===== config.mk =====
export PLATFORM = sky130hd
export DESIGN_NAME = force_plate_center_of_pressure_core_flat
export DESIGN_NICKNAME = d
export VERILOG_FILES = /design/src/design/fpcop_pkg.sv /design/src/design/fpcop_channels.sv /design/src/design/fpcop_front.sv /design/src/design/fpcop_div.sv /design/src/design/force_plate_center_of_pressure_core.sv /design/src/flat_wrapper.sv
export VERILOG_INCLUDE_DIRS = /design/src /design/src/design
export SDC_FILE = /design/constraint.sdc
export NUM_CORES = 2
export LEC_CHECK = 0
export BUFFER_PORTS_ARGS = -buffer_cell sky130_fd_sc_hd__buf_2
export CORE_MARGIN = 2
export CORE_UTILIZATION = 55
export CTS_CLUSTER_SIZE = 10
export DETAILED_ROUTE_END_ITERATION = 12
export MAX_ROUTING_LAYER = met4
export PLACE_DENSITY = 0.71
export SETUP_SLACK_MARGIN = 0.02
export SYNTH_ARGS = -nofsm -noshare
export SYNTH_HDL_FRONTEND = slang
export SYNTH_SLANG_ARGS = --single-unit

===== constraint.sdc =====
create_clock -name clk -period 56.4 [get_ports clk]
set_clock_uncertainty 0.15 [all_clocks]
set_input_delay 5.64 -clock clk [delete_from_list [all_inputs] [get_ports clk]]
set_output_delay 5.64 -clock clk [all_outputs]
set_load 0.03 [all_outputs]

===== src/design/assert_macros.svh =====
// Assertion helpers shared by the design files.
`ifndef ASSERT_MACROS_SVH
`define ASSERT_MACROS_SVH

// Implication checked on every clock edge outside reset.
`define ASSERT_IMPL(label, clk, rst, ante, cons, msg) \
  label: assert property (@(posedge clk) disable iff (rst) (ante) |-> (cons)) \
    else $error(msg);

// Condition that holds on every clock edge outside reset.
`define ASSERT_ALWAYS(label, clk, rst, cond, msg) \
  label: assert property (@(posedge clk) disable iff (rst) (cond)) else $error(msg);

`endif


===== src/design/fpcop_pkg.sv =====
package fpcop_pkg;

  localparam int REG_BITS   = 10;
  localparam int FRAC_COP   = 8;
  localparam int FZ_W       = 12;
  localparam int MXY_W      = 24;
  localparam int MZ_W       = 23;
  localparam int COP_W      = 32;
  localparam int RATIO_W    = 26;
  localparam int RTOT_W     = 27;
  localparam int CFG_IDX_W  = 2;

  // With Fx = Fy = Fz every ratio is exactly one, and the total is floor(sqrt(2)) in Q14.
  localparam logic [RATIO_W-1:0] RATIO_ONE   = 26'd16384;
  localparam logic [RTOT_W-1:0]  RATIO_TOTAL = 27'd23170;

  typedef enum logic [CFG_IDX_W-1:0] {
    REG_HALF_SPAN_X      = 2'd0,
    REG_HALF_SPAN_Y      = 2'd1,
    REG_SURFACE_OFFSET_Z = 2'd2,
    REG_NONE             = 2'd3
  } reg_index_t;

  // Fields that ride along the divider pipeline, already at output widths.
  typedef struct packed {
    logic                     zero;
    logic [FZ_W-1:0]          fz;
    logic signed [MXY_W-1:0]  mx1;
    logic signed [MXY_W-1:0]  my1;
    logic signed [MZ_W-1:0]   mz;
    logic                     neg_x;
    logic                     neg_y;
  } side_t;

endpackage


===== src/design/fpcop_channels.sv =====
interface fpcop_in_if #(parameter int SAMPLE_BITS = 10);
  logic                   valid;
  logic                   ready;
  logic [SAMPLE_BITS-1:0] sample_rear_right;
  logic [SAMPLE_BITS-1:0] sample_rear_left;
  logic [SAMPLE_BITS-1:0] sample_front_left;
  logic [SAMPLE_BITS-1:0] sample_front_right;

  modport source(output valid, sample_rear_right, sample_rear_left, sample_front_left,
                 sample_front_right, input ready);
  modport sink(input valid, sample_rear_right, sample_rear_left, sample_front_left,
               sample_front_right, output ready);
endinterface

interface fpcop_out_if;
  import fpcop_pkg::*;
  logic                     valid;
  logic                     ready;
  logic [FZ_W-1:0]          force_vertical;
  logic signed [MXY_W-1:0]  moment_about_x;
  logic signed [MXY_W-1:0]  moment_about_y;
  logic signed [MZ_W-1:0]   moment_about_z;
  logic signed [COP_W-1:0]  pressure_center_x;
  logic signed [COP_W-1:0]  pressure_center_y;
  logic [RATIO_W-1:0]       friction_ratio_x;
  logic [RATIO_W-1:0]       friction_ratio_y;
  logic [RTOT_W-1:0]        friction_ratio_total;
  logic                     zero_load;

  modport source(output valid, force_vertical, moment_about_x, moment_about_y,
                 moment_about_z, pressure_center_x, pressure_center_y, friction_ratio_x,
                 friction_ratio_y, friction_ratio_total, zero_load, input ready);
  modport sink(input valid, force_vertical, moment_about_x, moment_about_y,
               moment_about_z, pressure_center_x, pressure_center_y, friction_ratio_x,
               friction_ratio_y, friction_ratio_total, zero_load, output ready);
endinterface


===== src/design/fpcop_front.sv =====
module fpcop_front import fpcop_pkg::*; #(
  parameter int SAMPLE_BITS = 10
) (
  input  logic                      clk,
  input  logic                      rst,
  input  logic                      en,
  input  logic                      in_valid,
  input  logic [SAMPLE_BITS-1:0]    s1,
  input  logic [SAMPLE_BITS-1:0]    s2,
  input  logic [SAMPLE_BITS-1:0]    s3,
  input  logic [SAMPLE_BITS-1:0]    s4,
  input  logic [REG_BITS-1:0]       dx,
  input  logic [REG_BITS-1:0]       dy,
  input  logic [REG_BITS-1:0]       dz,
  output logic                      out_valid,
  output side_t                     side,
  output logic [SAMPLE_BITS+21:0]   num_x,
  output logic [SAMPLE_BITS+21:0]   num_y,
  output logic [SAMPLE_BITS+1:0]    den
);
  localparam int FW = SAMPLE_BITS + 2;   // Fz
  localparam int DW = SAMPLE_BITS + 3;   // signed pair differences
  localparam int MW = SAMPLE_BITS + 14;  // Mx1, My1
  localparam int ZW = SAMPLE_BITS + 13;  // Mz
  localparam int NW = MW + FRAC_COP;

  logic [3:0] vld;

  // stage 1: sums and differences
  logic [FW-1:0]        fz1;
  logic signed [DW-1:0] a1, b1;
  // stage 2: products
  logic [FW-1:0]        fz2;
  logic signed [MW-1:0] pmx2, pmy2;
  logic [MW-2:0]        pz2;
  // stage 3: surface moments
  logic [FW-1:0]        fz3;
  logic signed [MW-1:0] mx3, my3;
  logic signed [ZW-1:0] mz3;

  logic signed [DW-1:0] e1, e2, e3, e4;
  assign e1 = $signed({3'b000, s1});
  assign e2 = $signed({3'b000, s2});
  assign e3 = $signed({3'b000, s3});
  assign e4 = $signed({3'b000, s4});

  always_ff @(posedge clk) begin
    if (rst) begin
      vld <= '0;
    end else if (en) begin
      vld <= {vld[2:0], in_valid};
    end
  end

  always_ff @(posedge clk) begin
    if (en) begin
      fz1  <= FW'(s1) + FW'(s2) + FW'(s3) + FW'(s4);
      a1   <= e1 + e2 - e3 - e4;
      b1   <= e2 + e3 - e1 - e4;

      fz2  <= fz1;
      pmx2 <= MW'($signed({1'b0, dy}) * a1);
      pmy2 <= MW'($signed({1'b0, dx}) * b1);
      pz2  <= (MW-1)'(fz1 * dz);

      fz3  <= fz2;
      mx3  <= pmx2 + $signed({1'b0, pz2});
      my3  <= pmy2 - $signed({1'b0, pz2});
      mz3  <= ZW'(-(pmx2 + pmy2));

      side.zero  <= (fz3 == '0);
      side.fz    <= FZ_W'(fz3);
      side.mx1   <= MXY_W'(mx3);
      side.my1   <= MXY_W'(my3);
      side.mz    <= MZ_W'(mz3);
      side.neg_x <= (my3 > 0);
      side.neg_y <= mx3[MW-1];
      num_x      <= {(my3[MW-1] ? MW'(-my3) : MW'(my3)), {FRAC_COP{1'b0}}};
      num_y      <= {(mx3[MW-1] ? MW'(-mx3) : MW'(mx3)), {FRAC_COP{1'b0}}};
      den        <= fz3;
    end
  end

  assign out_valid = vld[3];

  logic [NW-1:0] unused_check;
  assign unused_check = num_x ^ num_y;
endmodule


===== src/design/fpcop_div.sv =====
module fpcop_div import fpcop_pkg::*; #(
  parameter int NW  = 32,
  parameter int DW  = 12,
  parameter int BPS = 4
) (
  input  logic          clk,
  input  logic          rst,
  input  logic          en,
  input  logic          in_valid,
  input  logic [NW-1:0] num_x,
  input  logic [NW-1:0] num_y,
  input  logic [DW-1:0] den,
  input  side_t         side_in,
  output logic          out_valid,
  output logic [NW-1:0] quo_x,
  output logic [NW-1:0] quo_y,
  output side_t         side_out
);
  localparam int DEPTH = (NW + BPS - 1) / BPS;

  // restoring division, BPS quotient bits per stage; {rem, num/quotient}
  function automatic logic [DW+NW-1:0] div_steps(input logic [DW+NW-1:0] rn,
                                                  input logic [DW-1:0] d, input int first);
    logic [DW:0]   t;
    logic [DW-1:0] r;
    logic [NW-1:0] n;
    r = rn[DW+NW-1:NW];
    n = rn[NW-1:0];
    for (int j = 0; j < BPS; j++) begin
      if (first + j < NW) begin
        t = {r, n[NW-1]};
        n = n << 1;
        if (t >= {1'b0, d}) begin
          r    = DW'(t - {1'b0, d});
          n[0] = 1'b1;
        end else begin
          r = t[DW-1:0];
        end
      end
    end
    return {r, n};
  endfunction

  logic [DEPTH-1:0]       vld;
  logic [DW+NW-1:0]       rnx  [DEPTH];
  logic [DW+NW-1:0]       rny  [DEPTH];
  logic [DW-1:0]          dreg [DEPTH];
  side_t                  sreg [DEPTH];

  always_ff @(posedge clk) begin
    if (rst) begin
      vld <= '0;
    end else if (en) begin
      vld <= {vld[DEPTH-2:0], in_valid};
    end
  end

  always_ff @(posedge clk) begin
    if (en) begin
      rnx[0]  <= div_steps({{DW{1'b0}}, num_x}, den, 0);
      rny[0]  <= div_steps({{DW{1'b0}}, num_y}, den, 0);
      dreg[0] <= den;
      sreg[0] <= side_in;
    end
  end

  for (genvar s = 1; s < DEPTH; s++) begin : g_stage
    always_ff @(posedge clk) begin
      if (en) begin
        rnx[s]  <= div_steps(rnx[s-1], dreg[s-1], s * BPS);
        rny[s]  <= div_steps(rny[s-1], dreg[s-1], s * BPS);
        dreg[s] <= dreg[s-1];
        sreg[s] <= sreg[s-1];
      end
    end
  end

  assign out_valid = vld[DEPTH-1];
  assign quo_x     = rnx[DEPTH-1][NW-1:0];
  assign quo_y     = rny[DEPTH-1][NW-1:0];
  assign side_out  = sreg[DEPTH-1];

  logic [DW-1:0] unused_rem;
  assign unused_rem = rnx[DEPTH-1][DW+NW-1:NW] ^ rny[DEPTH-1][DW+NW-1:NW]
                      ^ dreg[DEPTH-1];
endmodule


===== src/design/force_plate_center_of_pressure_core.sv =====
// Four-sensor force plate: takes one beat of four load-cell readings and returns one beat with
// Fz, the surface moments Mx1/My1, Mz, the center of pressure (Q8, truncated toward zero) and
// the friction ratios (Q14). A new beat is taken every cycle while the output is not stalled;
// each passes the front-end stages, the 4-bit-per-stage divider (NW = SAMPLE_BITS + 22 bits)
// for the center of pressure and an output register. The whole pipeline holds while a result
// waits (ready low), so nothing is dropped. Zero load forces the quotient fields to 0 and raises
// zero_load. Registers: 0 half_span_x, 1 half_span_y, 2 surface_offset_z; other indexes ignored.
`include "assert_macros.svh"

module force_plate_center_of_pressure_core import fpcop_pkg::*; #(
  parameter int SAMPLE_BITS = 10
) (
  input  logic                 clk,
  input  logic                 rst,
  fpcop_in_if.sink             samples,
  fpcop_out_if.source          results,
  input  logic                 cfg_we,
  input  logic [CFG_IDX_W-1:0] cfg_index,
  input  logic [REG_BITS-1:0]  cfg_data
);
  localparam int FW = SAMPLE_BITS + 2;
  localparam int NW = SAMPLE_BITS + 22;

  // configuration registers
  logic [REG_BITS-1:0] half_span_x, half_span_y, surface_offset_z;

  always_ff @(posedge clk) begin
    if (rst) begin
      half_span_x      <= '0;
      half_span_y      <= '0;
      surface_offset_z <= '0;
    end else if (cfg_we) begin
      case (reg_index_t'(cfg_index))
        REG_HALF_SPAN_X:      half_span_x      <= cfg_data;
        REG_HALF_SPAN_Y:      half_span_y      <= cfg_data;
        REG_SURFACE_OFFSET_Z: surface_offset_z <= cfg_data;
        default: ;
      endcase
    end
  end

  // global advance: pipeline moves when the output slot is free or being taken
  logic adv;
  assign adv           = !results.valid || results.ready;
  assign samples.ready = adv;

  logic          f_valid;
  side_t         f_side;
  logic [NW-1:0] f_num_x, f_num_y;
  logic [FW-1:0] f_den;

  fpcop_front #(.SAMPLE_BITS(SAMPLE_BITS)) u_front (
    .clk       (clk),
    .rst       (rst),
    .en        (adv),
    .in_valid  (samples.valid),
    .s1        (samples.sample_rear_right),
    .s2        (samples.sample_rear_left),
    .s3        (samples.sample_front_left),
    .s4        (samples.sample_front_right),
    .dx        (half_span_x),
    .dy        (half_span_y),
    .dz        (surface_offset_z),
    .out_valid (f_valid),
    .side      (f_side),
    .num_x     (f_num_x),
    .num_y     (f_num_y),
    .den       (f_den)
  );

  logic          d_valid;
  logic [NW-1:0] q_x, q_y;
  side_t         d_side;

  fpcop_div #(.NW(NW), .DW(FW), .BPS(4)) u_div (
    .clk       (clk),
    .rst       (rst),
    .en        (adv),
    .in_valid  (f_valid),
    .num_x     (f_num_x),
    .num_y     (f_num_y),
    .den       (f_den),
    .side_in   (f_side),
    .out_valid (d_valid),
    .quo_x     (q_x),
    .quo_y     (q_y),
    .side_out  (d_side)
  );

  // sign restore; divide-by-zero garbage is masked by the zero flag
  logic signed [NW:0] cop_x, cop_y;
  assign cop_x = d_side.neg_x ? -$signed({1'b0, q_x}) : $signed({1'b0, q_x});
  assign cop_y = d_side.neg_y ? -$signed({1'b0, q_y}) : $signed({1'b0, q_y});

  always_ff @(posedge clk) begin
    if (rst) begin
      results.valid <= 1'b0;
    end else if (adv) begin
      results.valid <= d_valid;
    end
  end

  always_ff @(posedge clk) begin
    if (adv) begin
      results.force_vertical       <= d_side.fz;
      results.moment_about_x       <= d_side.mx1;
      results.moment_about_y       <= d_side.my1;
      results.moment_about_z       <= d_side.mz;
      results.zero_load            <= d_side.zero;
      results.pressure_center_x    <= d_side.zero ? '0 : COP_W'(cop_x);
      results.pressure_center_y    <= d_side.zero ? '0 : COP_W'(cop_y);
      results.friction_ratio_x     <= d_side.zero ? '0 : RATIO_ONE;
      results.friction_ratio_y     <= d_side.zero ? '0 : RATIO_ONE;
      results.friction_ratio_total <= d_side.zero ? '0 : RATIO_TOTAL;
    end
  end

  `ASSERT_IMPL(a_zero_cop, clk, rst, results.valid && results.zero_load, results.pressure_center_x == 0 && results.pressure_center_y == 0, "zero load with nonzero center of pressure")
  `ASSERT_IMPL(a_zero_fz, clk, rst, results.valid, results.zero_load == (results.force_vertical == 0), "zero flag disagrees with Fz")
  `ASSERT_IMPL(a_hold, clk, rst, results.valid && !results.ready, ##1 results.valid, "result dropped during stall")
  `ASSERT_ALWAYS(a_ready, clk, rst, samples.ready == (!results.valid || results.ready), "input ready not tied to output slot")
endmodule

===== src/flat_wrapper.sv =====
// flat-port wrapper written by rule: the top's interface ports become plain ports
module force_plate_center_of_pressure_core_flat import fpcop_pkg::*;
#(
  parameter int SAMPLE_BITS = 10
)
  (clk, rst, cfg_we, cfg_index, cfg_data, samples_valid, samples_sample_rear_right, samples_sample_rear_left, samples_sample_front_left, samples_sample_front_right, samples_ready, results_valid, results_force_vertical, results_moment_about_x, results_moment_about_y, results_moment_about_z, results_pressure_center_x, results_pressure_center_y, results_friction_ratio_x, results_friction_ratio_y, results_friction_ratio_total, results_zero_load, results_ready);
  fpcop_in_if #(.SAMPLE_BITS(SAMPLE_BITS)) samples_i ();
  fpcop_out_if results_i ();
  input  logic clk;
  input  logic rst;
  input  logic cfg_we;
  input  logic [CFG_IDX_W-1:0] cfg_index;
  input  logic [REG_BITS-1:0] cfg_data;
  input wire logic [$bits(samples_i.valid)-1:0] samples_valid;
  input wire logic [$bits(samples_i.sample_rear_right)-1:0] samples_sample_rear_right;
  input wire logic [$bits(samples_i.sample_rear_left)-1:0] samples_sample_rear_left;
  input wire logic [$bits(samples_i.sample_front_left)-1:0] samples_sample_front_left;
  input wire logic [$bits(samples_i.sample_front_right)-1:0] samples_sample_front_right;
  output wire logic [$bits(samples_i.ready)-1:0] samples_ready;
  output wire logic [$bits(results_i.valid)-1:0] results_valid;
  output wire logic [$bits(results_i.force_vertical)-1:0] results_force_vertical;
  output wire logic [$bits(results_i.moment_about_x)-1:0] results_moment_about_x;
  output wire logic [$bits(results_i.moment_about_y)-1:0] results_moment_about_y;
  output wire logic [$bits(results_i.moment_about_z)-1:0] results_moment_about_z;
  output wire logic [$bits(results_i.pressure_center_x)-1:0] results_pressure_center_x;
  output wire logic [$bits(results_i.pressure_center_y)-1:0] results_pressure_center_y;
  output wire logic [$bits(results_i.friction_ratio_x)-1:0] results_friction_ratio_x;
  output wire logic [$bits(results_i.friction_ratio_y)-1:0] results_friction_ratio_y;
  output wire logic [$bits(results_i.friction_ratio_total)-1:0] results_friction_ratio_total;
  output wire logic [$bits(results_i.zero_load)-1:0] results_zero_load;
  input wire logic [$bits(results_i.ready)-1:0] results_ready;
  assign samples_i.valid = samples_valid;
  assign samples_i.sample_rear_right = samples_sample_rear_right;
  assign samples_i.sample_rear_left = samples_sample_rear_left;
  assign samples_i.sample_front_left = samples_sample_front_left;
  assign samples_i.sample_front_right = samples_sample_front_right;
  assign samples_ready = samples_i.ready;
  assign results_valid = results_i.valid;
  assign results_force_vertical = results_i.force_vertical;
  assign results_moment_about_x = results_i.moment_about_x;
  assign results_moment_about_y = results_i.moment_about_y;
  assign results_moment_about_z = results_i.moment_about_z;
  assign results_pressure_center_x = results_i.pressure_center_x;
  assign results_pressure_center_y = results_i.pressure_center_y;
  assign results_friction_ratio_x = results_i.friction_ratio_x;
  assign results_friction_ratio_y = results_i.friction_ratio_y;
  assign results_friction_ratio_total = results_i.friction_ratio_total;
  assign results_zero_load = results_i.zero_load;
  assign results_i.ready = results_ready;
  force_plate_center_of_pressure_core #(.SAMPLE_BITS(SAMPLE_BITS)) u_core (.clk(clk), .rst(rst), .samples(samples_i), .results(results_i), .cfg_we(cfg_we), .cfg_index(cfg_index), .cfg_data(cfg_data));
endmodule

==> flow_summary.json <==
{
  "final_nets": 11960,
  "ant_nets": 0,
  "critPathLaunchType": "input port",
  "reg2reg_depth": 42,
  "slew_violations": 0,
  "cts_tree": "done",
  "async_flop_share": 0,
  "timing.rr.start": "u_core.u_div.dreg[4][1]",
  "drtPass1Iterations": 9,
  "cts_setup_buffers": 0,
  "hold_depth": 0,
  "slew_headroom": 0.1253,
  "cts_made_buffers": 206,
  "grt_pass1_wl_um": 422500,
  "synth_warnings": 0,
  "root_buffer": "clkbuf_16",
  "path_clk_slew_ns": 0.05,
  "wire_per_inst_um": 20.21,
  "ioPinCount": 286,
  "yosysMostFrequentCell": "edfxtp_1",
  "initial_core_util": 0.5522,
  "yosysTopAreaCell": "edfxtp_1",
  "synth_edf_count": 1729,
  "grt_start_max_net_pins": 196,
  "drive_gt1_frac": 0.09503,
  "syn-mean-instance-area_um2": 11.40,
  "worst_pin_slew_ns": 1.306,
  "finalSetupTns_ns": 0,
  "worstPathRequired_ns": 50.61,
  "synth_area_um2": 115500,
  "core_um2": 209200,
  "die_w_um": 462.2,
  "track_usage": 0.2599,
  "rows": 168,
  "synthDistinctLibCells": 91,
  "synth_top_area_share": 0.4496,
  "ys_top_cells_by_count": "1729 x edfxtp_1, 1047 x ha_1, 974 x inv_1",
  "status": "completed",
  "crit_path_end_kind": "primary output",
  "worstPathArrival_ns": 7.42,
  "drtIter0Drc": 5996,
  "cts-resized-gates": 0,
  "ys_ff_latch": 1772,
  "die_y_um": 462.2,
  "yosysSeqAreaShare": 0.4570,
  "cts_max_level": 4,
  "gp_congestion": 0.9558,
  "hold_path_class": "flop to flop",
  "hp-start": "u_core.u_front.side[49]",
  "r2r_end": "u_core.u_div.rnx[1][85]",
  "grt_overflow": 0,
  "startpoint": "results_ready",
  "critPathKind": "input port to primary output",
  "hold_viol_final": 0,
  "drv_cap": 0,
  "max_freq_mhz": 75.72,
  "rsz0062_at_grt": "no",
  "clk_latency_ns": 0.91,
  "avgViaCountPerCell": 5.764,
  "reg2reg_slack_ns": 44.01,
  "fillers": 16680,
  "antenna_found_initial": 10,
  "clkSinkCount": 1772,
  "period_share": 0.2342,
  "synthTopCellsByArea": "edfxtp_1 45%, ha_1 11%, fa_1 7.2%, xnor2_1 3.9%, mux2_2 3.7%",
  "first_global_vias": 76540,
  "cts_hold_buf": 0,
  "drc_errors": 0,
  "setup_viol": 0,
  "syn_to_final_growth_pct": 8.792,
  "synthFlopType": "edfxtp_1",
  "min_period_ns": 13.21,
  "syn-instance-count": 10130,
  "hpwl_um": 203400,
  "cts_buffer_depth": 3,
  "wl_um": 269400,
  "dieArea_um2": 213700,
  "min_to": "u_core.u_div.sreg[0][49]",
  "io_buffers": 214,
  "cp_max_fo": 99,
  "vias": 76820
}
-- sequential cells by signal (all words and copies together), names as in the netlist, 22 cells and up --
| name | count |
|---|---|
| u_core.u_div.rny | 283 |
| u_core.u_front.num_x | 23 |
| u_core.results.moment_about_y | 24 |
| u_core.results.pressure_center_x | 32 |
| u_core.u_front.mx3 | 24 |
| u_core.u_front.pmx2 | 24 |
| u_core.u_div.sreg | 603 |
| u_core.u_front.side | 73 |
| u_core.u_div.dreg | 77 |
| u_core.u_front.my3 | 24 |
| u_core.results.moment_about_x | 24 |
| u_core.results.moment_about_z | 23 |
| u_core.u_div.rnx | 283 |
| u_core.u_front.pz2 | 22 |
| u_core.u_front.num_y | 23 |
| u_core.u_front.mz3 | 23 |
| u_core.u_front.pmy2 | 24 |
| u_core.results.pressure_center_y | 32 |
-- critical path, stage by stage --
cell and delay (ns):
buf_2 0.10, nor2b_1 0.81, inv_8 0.47, buf_2 0.37
-- final cells by class --
class	instances	area [um^2]	area share
clock inverters	43	673.1	0.005358
multi-input cells	7189	58000	0.4616
flip-flops and latches	1772	52780	0.4201
clock buffers	238	5306	0.04224
inverters	980	3686	0.02934
repair buffers	291	1662	0.01323
diodes	9	22.52	0.0001793
well taps	2805	3510	0.02793
-- worst max path at each step --
| stage | to | slack [ns] | depth (start not counted) |
|---|---|---|---|
| 2_1_floorplan | samples_ready | 23.18 | 3 |
| 3_3_place_gp | samples_ready | 43.16 | 4 |
| 3_5_place_dp | samples_ready | 43.11 | 4 |
| 4_1_cts | samples_ready | 43.12 | 4 |
| 5_1_grt | u_core.u_div.rny[0][165] | 42.98 | 43 |
| 6_report | samples_ready | 43.19 | 4 |
-- cells by family after synthesis --
kind of cell	Yosys count	share of synthesized area
mux	499	0.04774
fa+ha+maj	1462	0.1854
xor+xnor	720	0.05461
simple gates	2498	0.1043
flops	1772	0.4570
compound gates	1939	0.1075
other cells	1	0.00003247
buf+inv	1243	0.04332
-- metal layers --
| layer | up-vias | track usage | share of wire |
|---|---|---|---|
| met5 | - | - | 0 |
| met4 | 0 | 0.08502 | 0.033 |
| met3 | 484 | 0.02971 | 0.047 |
| met2 | 1998 | 0.4213 | 0.48 |
| met1 | 37520 | 0.3423 | 0.44 |
| li1 | 36830 | - | - |
-- metrics by stage --
stage	instance area, um^2	setup slack, ns	util	std cells	hold slack, ns
floorplan	115700	23.18	-	10200	0.2503
global placement	119600	43.16	0.5720	13040	0.2509
detailed placement	119600	43.11	0.5720	13040	0.2545
CTS	125600	43.12	0.6006	13320	0.1802
global route	125600	42.98	0.6007	13320	0.1951
finish	125600	43.19	0.6007	13330	0.1839
-- cells in the final DEF, fill, tap and decap left out, types with 211 or more instances in the layout --
master    count
nand2_1     649
fa_1        415
inv_1       973
buf_2       214
xor2_1      211
edfxtp_1   1729
nor2_1      685
xnor2_1     509
ha_1       1047
a21oi_1     554
mux2_2      376
o21ai_0     445
and2_1      232
Power is left out: the tool's default activity adds up to more than one toggle a clock period on the data nets, which glitch-free logic cannot reach.
